==> src/sv/hsvled_pkg.sv <==
`timescale 1ns / 1ps
package hsvled_pkg;

    localparam int HUE_BITS    = 16;
    localparam int H6_W        = HUE_BITS + 3;
    localparam int STEP_W      = 6;
    localparam int ENV_STEPS   = 64;
    localparam int DUTY_W      = 8;
    localparam int REG_W       = 9;
    localparam int CH_W        = 17;
    localparam int SQ_W        = 33;
    localparam int TERM_W      = HUE_BITS + 9;
    localparam int Q_DEPTH     = 2;
    localparam int PTR_W       = (Q_DEPTH > 1) ? $clog2(Q_DEPTH) : 1;
    localparam int CNT_W       = $clog2(Q_DEPTH + 1);
    localparam int BACK_STAGES = 4;
    localparam int CFG_IDX_W   = 2;

    localparam logic [REG_W-1:0]     ONE_Q8    = REG_W'(256);
    localparam logic [REG_W-1:0]     SAT_RESET = REG_W'(230);
    localparam logic [REG_W-1:0]     VAL_RESET = REG_W'(230);
    localparam logic [CFG_IDX_W-1:0] CFG_SATURATION = CFG_IDX_W'(0);
    localparam logic [CFG_IDX_W-1:0] CFG_BRIGHTNESS = CFG_IDX_W'(1);

    localparam logic [7:0] ENV_TABLE [0:ENV_STEPS-1] = '{
        8'd0,   8'd0,   8'd0,   8'd0,   8'd0,   8'd0,   8'd0,   8'd0,
        8'd0,   8'd0,   8'd1,   8'd1,   8'd1,   8'd1,   8'd2,   8'd2,
        8'd3,   8'd4,   8'd5,   8'd6,   8'd7,   8'd9,   8'd10,  8'd12,
        8'd14,  8'd17,  8'd19,  8'd22,  8'd26,  8'd29,  8'd33,  8'd37,
        8'd42,  8'd47,  8'd52,  8'd58,  8'd64,  8'd71,  8'd77,  8'd85,
        8'd92,  8'd100, 8'd108, 8'd117, 8'd125, 8'd134, 8'd143, 8'd152,
        8'd162, 8'd171, 8'd180, 8'd189, 8'd198, 8'd206, 8'd214, 8'd222,
        8'd229, 8'd235, 8'd241, 8'd246, 8'd250, 8'd253, 8'd254, 8'd255
    };

    // hue sectors, named after the two primaries/secondaries they span
    typedef enum logic [2:0] {
        SEC_RY = 3'd0,
        SEC_YG = 3'd1,
        SEC_GC = 3'd2,
        SEC_CB = 3'd3,
        SEC_BM = 3'd4,
        SEC_MR = 3'd5
    } t_sector;

    typedef struct packed {
        t_sector               sector;
        logic [HUE_BITS-1:0]   frac;
        logic [DUTY_W-1:0]     env;
    } t_work;

endpackage

==> src/sv/hsvled_queue.sv <==
`timescale 1ns / 1ps
module hsvled_queue
    import hsvled_pkg::*;
(
    input  logic   i_clk,
    input  logic   i_rst_n,
    input  logic   i_push,
    input  t_work  i_work,
    output logic   o_full,
    input  logic   i_pop,
    output logic   o_valid,
    output t_work  o_work
);

    t_work              r_mem [Q_DEPTH];
    logic [PTR_W-1:0]   r_wr_ptr;
    logic [PTR_W-1:0]   r_rd_ptr;
    logic [CNT_W-1:0]   r_count;
    logic               n_take;

    assign o_full  = (r_count == CNT_W'(Q_DEPTH));
    assign o_valid = (r_count != '0);
    assign o_work  = r_mem[r_rd_ptr];
    assign n_take  = i_pop && o_valid;

    always_ff @(posedge i_clk) begin
        if (!i_rst_n) begin
            r_wr_ptr <= '0;
            r_rd_ptr <= '0;
            r_count  <= '0;
        end else begin
            if (i_push) begin
                r_wr_ptr <= (r_wr_ptr == PTR_W'(Q_DEPTH - 1)) ? '0 : r_wr_ptr + 1'b1;
            end
            if (n_take) begin
                r_rd_ptr <= (r_rd_ptr == PTR_W'(Q_DEPTH - 1)) ? '0 : r_rd_ptr + 1'b1;
            end
            if (i_push && !n_take) begin
                r_count <= r_count + 1'b1;
            end else if (!i_push && n_take) begin
                r_count <= r_count - 1'b1;
            end
        end
        if (i_push) begin
            r_mem[r_wr_ptr] <= i_work;
        end
    end

endmodule

==> config.mk <==
export PLATFORM = sky130hd
export DESIGN_NAME = hsvled_queue
export DESIGN_NICKNAME = d
export VERILOG_FILES = /design/src/sv/hsvled_pkg.sv /design/src/sv/hsvled_queue.sv
export SDC_FILE = /design/constraint.sdc
export NUM_CORES = 1
export LEC_CHECK = 0
export BUFFER_PORTS_ARGS = -buffer_cell sky130_fd_sc_hd__buf_2
export CORE_MARGIN = 5
export CORE_UTILIZATION = 51
export DETAILED_ROUTE_END_ITERATION = 7
export GPL_TIMING_DRIVEN = 0
export PLACE_DENSITY = 0.78
export SLEW_MARGIN = 20
export SYNTH_ARGS = -nofsm -noshare
export SYNTH_HDL_FRONTEND = slang
export SYNTH_SLANG_ARGS = --single-unit
==> constraint.sdc <==
create_clock -name i_clk -period 2.5 [get_ports i_clk]
set_input_delay 0.625 -clock i_clk [delete_from_list [all_inputs] [get_ports i_clk]]
set_output_delay 0.625 -clock i_clk [all_outputs]
set_load 0.03 [all_outputs]
==> impl_metrics.csv <==
group,metric,value,unit
floorplan,dieArea,0.00565,mm2
critical_path,r2r-start,"r_count[0]",
critical_path,regToRegSetupSlack,1.00,ns
pwr,peakVddDrop,0.695,mV
global_route,grtUsageMet3,5.21,%
critical_path,worstSetupEndpointType,"primary output",
global_route,antenna_found_initial,0,
final_layout,fin_area,0.00274,mm2
run,drv_cap,0,
timing,hold_viol_final,0,
pwr,powerDensity,1060,mW/mm2
final_layout,drive_gt1_share,58.6,%
pwr,total_power,0.00291,W
floorplan,chipHeight,75.2,um
drt,ant_nets,0,
global_route,grt_usage,14.1,%
timing,tightest_slew,0.781,ns
drt,num_vias,1124,
clock_tree,cts_buffers,9,
pwr,p_sw,0.000874,W
place,port_buffers,59,
place,dp_hpwl,2.58,mm
global_route,gr-max-usage-layer,"met2",
timing,relSlewSlack,47.8,%
clock_tree,path_clk_slew,0.06,ns
logic_synthesis,netlist_instances,106,
logic_synthesis,syn-num-nets,138,
logic_synthesis,avgSynthCellArea,20.4,um2
final_layout,final_nets,208,
logic_synthesis,synth_cell_types,16,
clock_tree,cts.sinks,59,
timing,drv_slew,0,
pwr,p_clk_share,30.2,%
drt,first_iter_violations,53,
pwr,leakage,1.06,nW
pwr,p_int,0.00204,W
clock_tree,cts_max_level,3,
outcome,status,"completed",
clock_tree,post_cts_resize_count,0,
timing,fmax,450,MHz
clock_tree,cts_buffer_depth,2,
drt,drt-pass1-iter-count,4,
clock_tree,post_cts_buffers,0,
logic_synthesis,synthTopCellsByArea,"edfxtp_1, mux2_2, dfxtp_1",
critical_path,path_max_fanout,10,
global_route,grt_pass1_wl,5.58,mm
logic_synthesis,synth_largest_area_cell,"edfxtp_1",
drt,post-route-drc-count,0,
floorplan,core_area,0.00406,mm2
timing,finalClockSkew,0.00422,ns
logic_synthesis,synth.most_common_cell,"edfxtp_1",
logic_synthesis,async_flop_share,0,%
critical_path,start_kind,"register",
logic_synthesis,synth-seq-cells,59,
logic_synthesis,synth_ff_type,"edfxtp_1",
final_layout,n_antenna_cell,0,
global_route,grt_max_degree,29,
place,gp_congestion,0.683,
timing,setup_viol,0,
logic_synthesis,yosysWarnings,0,
timing,rsz0062_at_grt,"no",
clock_tree,cts_tree,"built",
global_route,grt_pass1_vias,1216,
critical_path,cp_data_required_time,1.88,ns
final_layout,num-fill-cells,280,
logic_synthesis,synthTopCellsByCount,"edfxtp_1, mux2_2, dfxtp_1",
logic_synthesis,ys_seq_area_share,79.5,%
clock_tree,cts-hold-fix-buffers,0,
drt,routed_wirelength,3.62,mm
global_route,use_met1,15.2,%
logic_synthesis,netlist.area_leader.share,74.9,%
place,dpl-instance-area,0.00253,mm2
clock_tree,clk_root_buffer_cell,"clkbuf_8",
timing,period_minus_slack,2.22,ns
pwr,p_sw_share,30.0,%
final_layout,fin_util,67.5,%
clock_tree,clk-insertion-delay-late,0.32,ns
final_layout,area_growth,26.5,%
hold_path,min_path_type,"in2reg",
logic_synthesis,synth_area,0.00217,mm2
global_route,overflow,0,
timing,worst_slack,0.279,ns
global_route,use_met2,24.1,%
pwr,p_comb_share,28.7,%
place,pre_cts_slack,0.608,ns
critical_path,timing_worst_setup_path_type,"reg2out",
critical_path,arrival,1.60,ns
floorplan,fp.dieW,75.2,um
drt,via_per_inst,4.87,
timing,post-route-period-util,88.8,%
drt,routedWlPerCell,15.7,um
floorplan,placementRows,23,
hold_path,min_from,"i_work[15]",
logic_synthesis,synth_edf_count,54,
pwr,power_frac_seq,41.1,%
floorplan,initial_core_util,53.4,%
floorplan,pin_count,60,
## power by group through the flow
stage,Combinational (W),Sequential [W],Clock [W]
after floorplan,0.000634,0.00121,0
after global placement,0.000816,0.00121,0
after detailed placement,0.000844,0.00122,0
after CTS,0.000847,0.00120,0.000904
after global routing,0.000887,0.00120,0.000939
final,0.000834,0.00120,0.000879
## final timing paths
kind	endpoint	cells after the start
worst max-delay path	o_work[24]	4
worst min-delay path	r_mem[0][15]	1
worst max register to register	r_count[1]	4
worst min register to register	r_count[1]	2
## registers in the layout, summed over array words and instances, names as in the netlist, named ones only
name,flops
r_mem,54
r_count,2
r_rd_ptr,1
r_wr_ptr,1
## logic make-up after synthesis
group / synth area share (%)
AO/OA/AOI/OAI: 1.16
XOR/XNOR: 1.21
flip-flops: 79.5
adder cells (fa/ha/maj): 0.578
buffers and inverters: 0.924
AND/OR/NAND/NOR: 2.60
multiplexers: 14.0
## layout make-up
class,count,area [um2],share of cell area [%]
Tap cell,50,62.6,2.28
Timing Repair Buffer,59,295,10.8
Multi-Input combinational cell,44,433,15.8
Sequential cell,59,1720,62.9
Buffer,3,20.0,0.731
Clock buffer,9,124,4.52
Clock inverter,7,82.6,3.02
## layout by cell type, fill, tap and decap left out
cell       synthesis  layout
clkinv_2           0       3
mux2_2            27      27
xor2_1             1       1
buf_2              1      60
a21boi_1           1       1
nor2b_4            0       1
nor2b_1            3       2
or2_2              1       1
buf_4              2       2
o21ai_1            1       1
clkinv_1           0       2
clkbuf_8           0       9
dfxtp_1            5       5
and2_1             4       3
o21ai_0            1       1
bufinv_16          0       2
edfxtp_1          54      54
o21a_1             1       1
ha_1               1       1
xnor2_1            2       2
and2_2             0       1
or3_1              1       1
## per-layer routing
layer	up-vias	wire length (um)
li1	550	-
met1	529	1390
met2	40	1930
met3	5	269
met4	0	38
met5	-	0
## stage by stage
step	setup TNS (ns)	hold WS, ns	instances
floorplan	0	0.474	106
global placement	-12.25	0.484	215
detailed placement	0	0.578	215
CTS	0	0.469	231
global route	0	0.471	231
finish	0	0.491	231
## worst max-delay path, stage by stage, from the launching register on
cell,delay (ns)
dfxtp_1,0.30
buf_2,0.22
buf_4,0.23
mux2_2,0.35
buf_2,0.18
Note: power is estimated with default switching activity, not from simulation.
